==> src/sv/ffa_pkg.sv <==
// Shared types, codes and the padding function of the first-fit allocator.
// No dependencies; used by ffa_seg_cell and first_fit_free_list_allocator_core.
package ffa_pkg;

  localparam int HEADER_BYTES     = 16;
  localparam int HEADER_ALIGN_LG2 = 3;   // header alignment of 8 bytes
  localparam int MAX_ALIGN_LG2    = 12;
  localparam logic [16:0] POOL_MAX = 17'd65536;

  localparam logic [0:0] CMD_ALLOC = 1'b0;
  localparam logic [0:0] CMD_FREE  = 1'b1;

  localparam logic [1:0] STAT_OK      = 2'd0;
  localparam logic [1:0] STAT_NO_FIT  = 2'd1;
  localparam logic [1:0] STAT_FULL    = 2'd2;
  localparam logic [1:0] STAT_UNKNOWN = 2'd3;

  localparam logic [7:0] CFG_POOL_BASE  = 8'd0;
  localparam logic [7:0] CFG_POOL_BYTES = 8'd1;

  typedef enum logic [2:0] {
    SEG_HOLD,
    SEG_WRITE,
    SEG_REMOVE,
    SEG_MERGE,
    SEG_INSERT
  } seg_op_e;

  // Command broadcast to every segment cell; the target index travels beside it.
  typedef struct packed {
    seg_op_e     op;
    logic [31:0] start;
    logic [16:0] size;
  } seg_ctl_t;

  // Padding from a segment start to an aligned address that leaves room for a header.
  function automatic logic [12:0] pad_for(logic [11:0] addr, logic [3:0] lg);
    logic [3:0]  l;
    logic [12:0] act;
    logic [12:0] rem;
    logic [12:0] adj;
    logic [12:0] need;
    l = (lg > 4'(MAX_ALIGN_LG2)) ? 4'(MAX_ALIGN_LG2) : lg;
    if (l < 4'(HEADER_ALIGN_LG2)) begin
      l = 4'(HEADER_ALIGN_LG2);
    end
    act = 13'd1 << l;
    rem = {1'b0, addr} & (act - 13'd1);
    adj = (rem != 13'd0) ? (act - rem) : 13'd0;
    if (adj < 13'(HEADER_BYTES)) begin
      need = 13'(HEADER_BYTES) - adj + act - 13'd1;
      adj  = adj + ((need >> l) << l);
    end
    return adj;
  endfunction

endpackage

==> src/sv/ffa_seg_cell.sv <==
// One cell of the free-segment chain: holds one segment start and size.
// Depends on ffa_pkg for the command struct.
module ffa_seg_cell #(
  parameter int K     = 0,
  parameter int IDX_W = 5
) (
  input  logic                clk_i,
  input  ffa_pkg::seg_ctl_t   ctl_i,
  input  logic [IDX_W-1:0]    idx_i,
  input  logic [31:0]         up_start_i,
  input  logic [16:0]         up_size_i,
  input  logic [31:0]         dn_start_i,
  input  logic [16:0]         dn_size_i,
  output logic [31:0]         start_o,
  output logic [16:0]         size_o
);

  localparam logic [IDX_W-1:0] KV  = IDX_W'(K);
  localparam logic [IDX_W-1:0] KV1 = IDX_W'(K + 1);

  logic [31:0] start_q, start_d;
  logic [16:0] size_q, size_d;

  always_comb begin
    start_d = start_q;
    size_d  = size_q;
    unique case (ctl_i.op)
      ffa_pkg::SEG_HOLD: begin
      end
      ffa_pkg::SEG_WRITE: begin
        if (idx_i == KV) begin
          start_d = ctl_i.start;
          size_d  = ctl_i.size;
        end
      end
      ffa_pkg::SEG_REMOVE: begin
        if (KV >= idx_i) begin
          start_d = up_start_i;
          size_d  = up_size_i;
        end
      end
      ffa_pkg::SEG_MERGE: begin
        // The lower neighbour absorbs the block, the upper one leaves the chain.
        if (KV1 == idx_i) begin
          start_d = ctl_i.start;
          size_d  = ctl_i.size;
        end else if (KV >= idx_i) begin
          start_d = up_start_i;
          size_d  = up_size_i;
        end
      end
      ffa_pkg::SEG_INSERT: begin
        if (KV == idx_i) begin
          start_d = ctl_i.start;
          size_d  = ctl_i.size;
        end else if (KV > idx_i) begin
          start_d = dn_start_i;
          size_d  = dn_size_i;
        end
      end
      default: begin
      end
    endcase
  end

  always_ff @(posedge clk_i) begin
    start_q <= start_d;
    size_q  <= size_d;
  end

  assign start_o = start_q;
  assign size_o  = size_q;

endmodule

==> config.mk <==
export PLATFORM = sky130hd
export DESIGN_NAME = ffa_seg_cell
export DESIGN_NICKNAME = d
export VERILOG_FILES = /design/src/sv/ffa_pkg.sv /design/src/sv/ffa_seg_cell.sv
export SDC_FILE = /design/constraint.sdc
export NUM_CORES = 1
export LEC_CHECK = 0
export BUFFER_PORTS_ARGS = -buffer_cell sky130_fd_sc_hd__clkbuf_2
export CAP_MARGIN = 30
export CORE_ASPECT_RATIO = 0.75
export CORE_MARGIN = 10
export CORE_UTILIZATION = 35
export DETAILED_ROUTE_END_ITERATION = 12
export PLACE_DENSITY = 0.69
export SLEW_MARGIN = 20
export SYNTH_ARGS = -nofsm -noshare
export SYNTH_HDL_FRONTEND = slang
export SYNTH_SLANG_ARGS = --single-unit
==> constraint.sdc <==
create_clock -name clk_i -period 7.7 [get_ports clk_i]
set_input_delay 0.385 -clock clk_i [delete_from_list [all_inputs] [get_ports clk_i]]
set_output_delay 0.385 -clock clk_i [all_outputs]
set_load 0.005 [all_outputs]
### Word-level counts from Yosys, hierarchy flattened

Index checks and enable logic that the tools add are counted.

* magnitude comparators: 2
* equality and inequality tests: 7
* muxes and demuxes: 12
* reductions and logical operators: 3

Operators by type and width (number)
* 2-to-1 mux 32 bit: 5
* one-hot mux 32 bit (4 select lines): 1
* 2-to-1 mux 17 bit: 5
* one-hot mux 17 bit (4 select lines): 1
* == test 3 x 2 -> 1 bit, second input constant: 2
* == test 1 x 5 -> 1 bit, first input constant: 1
* greater-or-equal comparator 1 x 5 -> 1 bit, first input constant: 1
* greater-than comparator 1 x 5 -> 1 bit, first input constant: 1
* logical NOT 5 bit: 1
* nonzero test 4 bit: 1
* == test 3 x 1 -> 1 bit, second input constant: 1
* == test 3 bit, second input constant: 1
* != test 3 bit, second input constant: 1
* AND reduction 3 bit: 1
* != test 2 bit, second input constant: 1

* flip-flop bits (word level): 49
* input port bits: 156
* word-level logic and storage cells: 26

### Logic depth before layout (Yosys ltp)

* depth in word-level cells: 4
* mapped depth: 8

### Least setup slack after synthesis

OpenSTA, ideal clock, no wires.

* path type: input to register
* from: input port idx_i[4]
* to: register size_q[0], in the netlist size_o[0] (enable)
* library setup time: 0.523 ns
* data arrival time: 4.894 ns
* path slack: 2.283 ns
* stages: 6
* path buffers: 2
* cells stage by stage: or4_4 buf_6 clkbuf_1 nor2_1 a21oi_1 o21ai_0

* cells in the longest elaborated chain, start to end: 3
* elaborated cells between the ends (all ways): 5
* those cells by class: order compare (1); eq/ne (2); reduce/logical (2)

RTL lines
* start, declared: line ffa_seg_cell.sv:9 `input logic [IDX_W-1:0] idx_i,`
* greater-than comparator 1 x 5 -> 1 bit or logical NOT 5 bit (tied branches): line ffa_seg_cell.sv:56, ffa_seg_cell.sv:31, ffa_seg_cell.sv:53
* != test 3 bit (no line) or != test 2 bit (tied branches)
* AND reduction 3 bit (no line) *
* end signal, assigned: line ffa_seg_cell.sv:68 `size_q <= size_d;`
* end, declared: line ffa_seg_cell.sv:22 `logic [16:0] size_q, size_d;`

Every way passes the cells marked *; elsewhere a longest branch is shown, timed or not.
A chain may end at the register's enable or synchronous reset.

### Final worst setup path

* from: input port idx_i[4]
* to: register start_q[10], in the netlist start_o[10] (enable)

* cells in the longest elaborated chain, start to end: 3
* elaborated cells between the ends (all ways): 5
* those cells by class: order compare (1); eq/ne (2); reduce/logical (2)

RTL lines
* greater-than comparator 1 x 5 -> 1 bit or logical NOT 5 bit (tied branches): line ffa_seg_cell.sv:56, ffa_seg_cell.sv:31, ffa_seg_cell.sv:53
* != test 3 bit (no line) or != test 2 bit (tied branches)
* AND reduction 3 bit (no line) *
* end signal, assigned: line ffa_seg_cell.sv:67 `start_q <= start_d;`
* end, declared: line ffa_seg_cell.sv:21 `logic [31:0] start_q, start_d;`

Marks and branches as above.

==> run_results.csv <==
group,metric,value,unit
floorplan,ios,205,
placement,gp_congestion,0.822,
sta,finalHoldViolations,0,
grt,grt_pass1_vias,3447,
cts,hold_buffers,0,
power_and_ir_drop,ir_drop,0.0000789,V
grt,grt_pass1_wl,17.6,mm
floorplan,die_area,12900,um^2
layout,mostFrequentLayoutCells,"clkbuf_2 (204), o21ai_0 (51), nand2_1 (51)",
layout,fill_cells,824,
synth,synthAdderAreaFrac,0,%
floorplan,initial_core_util,36.0,%
floorplan,die_w,128,um
power_and_ir_drop,power_per_cell_area,158,nW/um^2
cts,post_cts_buffers,0,
synth,synth_compound_area_share,37.0,%
synth,syn_area,3050,um^2
synth,avgSynthCellArea,10.2,um^2
routing,detail-route-antenna-nets,0,
sta,clock.fmax,365,MHz
layout,fin_util,50.0,%
routing,drt-wirelength-per-cell,19.5,um
setup_path,end_kind,"register",
cts,cts_buffers,5,
cts,htreeDepth,2,
layout,area_delta_synth_final,39.0,%
synth,synth.ff_latch_count,49,
placement,place_ws,4650,ps
routing,first_pass_iters,5,
sta,setup_ws,4960,ps
setup_path,r2r_setup_slack,6690,ps
power_and_ir_drop,p_clk_share,30.4,%
power_and_ir_drop,p_switching,0.163,mW
setup_path,path_cells,"clkbuf_2 > or4_4 > nor2_1 > a21oi_1 > o21ai_4 > buf_4",
synth,seq_area_frac_synth,48.2,%
power_and_ir_drop,total_power,0.669,mW
routing,routed_via_density,5.65,
layout,layout_commonest_cell,"clkbuf_2",
routing,via_count,3318,
setup_path,crit_type,"primary input to register",
sta,finalMaxSlewViolations,0,
sta,finalClockSkew,0,ps
sta,fin_setup_tns,0,ps
grt,grt_max_degree,55,
cts,cts_tree,"built",
routing,drt_iter0_markers,176,
grt,antenna_found_initial,0,
min_path,min_from,"ctl_i[48]",
run,drv_cap,0,
setup_path,required,7650,ps
power_and_ir_drop,seqPwrFrac,48.8,%
grt,overflow,0,
routing,drc_errors,0,
placement,place.port_buffers,204,
floorplan,std_cell_rows,29,
synth,synthMuxAreaShare,0,%
setup_path,max_stage_delay,820,ps
cts,cts_buffer_depth,2,
placement,place_area,4070,um^2
sta,fin_crit,2740,ps
synth,yosysTopAreaCellShare,48.2,%
floorplan,fp.dieH,101,um
sta,worstMarginPinSlew,683,ps
routing,wl,11.5,mm
setup_path,critPathMaxFanout,54,
status,status,"finished, final reports clean",
sta,rsz0062_at_grt,"false",
placement,dp_hpwl,8.34,mm
setup_path,timing.rr.start,"start_o[13]",
power_and_ir_drop,combPwrFrac,20.9,%
sta,setup_viol,0,
cts,clk_latency,280,ps
power_and_ir_drop,p_leak,1.77,nW
synth,syn_nets,456,
cts,cts_root_buf,"clkbuf_16",
layout,final_area,4240,um^2
setup_path,cp-startpoint,"idx_i[4]",
min_path,hold_path.class,"primary input to register",
floorplan,core-area,8490,um^2
synth,synth_xor_xnor_area_share,0,%
synth,yosys.area_share.simple,8.20,%
sta,slew_headroom,54.3,%
grt,grt.total_usage,16.3,%
synth,synth_top_cell_by_area,"edfxtp_1",
layout,drive_above_1_share,46.6,%
sta,period_share,35.6,%
power_and_ir_drop,p_sw_share,24.4,%
synth,synth_top_family_by_area,"compound AO/OA/AOI/OAI gates",
cts,cts.clk_slew.worst_paths,60,ps
cts,cts_sinks,49,
cts,post_cts_resize_count,0,
setup_path,cp_slowest_cell,"or4_4",
setup_path,startpoint_type,"primary input",
setup_path,cp.arrival,2690,ps
synth,yosys-top-cells-area,"edfxtp_1 (48%), a221o_1 (16%), o211ai_1 (12%)",
synth,synth_cell_type_count,19,
layout,layout.nets,634,
layout,diodes,0,
synth,syn_inst,300,
synth,yosys_warnings,0,
power_and_ir_drop,cellInternalPower,0.505,mW
[cells by family after synthesis]
logic type	count (synthesis)
AOI/OAI and AO/OA	152
DFF	49
and+or+nand+nor	60
buffers and inverters	39
[final timing paths]
path                            cells after the start     endpoint
worst min-delay path                                2  start_o[31]
worst max register to register                      1  start_o[13]
worst min register to register                      1    size_o[4]
worst max-delay path                                6  start_o[10]
[layer usage]
metal | up-vias | wire, um | GRT usage, %
met3 | 11 | 1380 | 6.68
met4 | 0 | 84 | 3.89
li1 | 1573 | - | -
met5 | - | 0 | 0
met1 | 1548 | 4600 | 20.1
met2 | 186 | 5400 | 26.2
[through the flow]
stage	hold slack (ps)	std cells
2_1_floorplan	575	300
3_3_place_gp	573	577
3_5_place_dp	570	577
4_1_cts	395	585
5_1_grt	395	587
6_report	406	587
[final cells by class]
class / count / area [um^2] / share of cell area (%)
clock buffer: 5 / 125 / 2.95
clock inverter: 3 / 12.5 / 0.295
multi-input combinational: 212 / 1410 / 33.2
sequential: 49 / 1470 / 34.7
tap: 108 / 135 / 3.18
timing repair buffer: 210 / 1090 / 25.7
[worst max-delay path: cells and delay by family]
kind / cells / cell delay [ps]
AO/OA/AOI/OAI: 2 / 680
buffers and inverters: 2 / 530
AND/OR/NAND/NOR: 2 / 1050
[Yosys cell counts (all sizes together)]
| cell type | instances |
|---|---|
| o21ai | 52 |
| nand2 | 51 |
| a221o | 49 |
| edfxtp | 49 |
| o211ai | 49 |
| clkbuf | 24 |
| buf | 15 |
| nor2 | 2 |
| nor2b | 2 |
| a21oi | 1 |
| nor3 | 1 |
| nor3b | 1 |
| o21a | 1 |
| or2 | 1 |
| or3 | 1 |
| or4 | 1 |
[power groups by stage]
stage | Sequential (mW) | Clock (mW) | Combinational [mW]
2_1_floorplan | 0.333 | 0 | 0.0655
3_3_place_gp | 0.331 | 0 | 0.134
3_5_place_dp | 0.331 | 0 | 0.137
4_1_cts | 0.326 | 0.211 | 0.137
5_1_grt | 0.328 | 0.224 | 0.153
6_report | 0.326 | 0.203 | 0.139
[registers in the layout, summed over array words and instances, names as in the netlist]
register and flops:
size_o 17, start_o 32
Power figures use the tool's default switching activity.
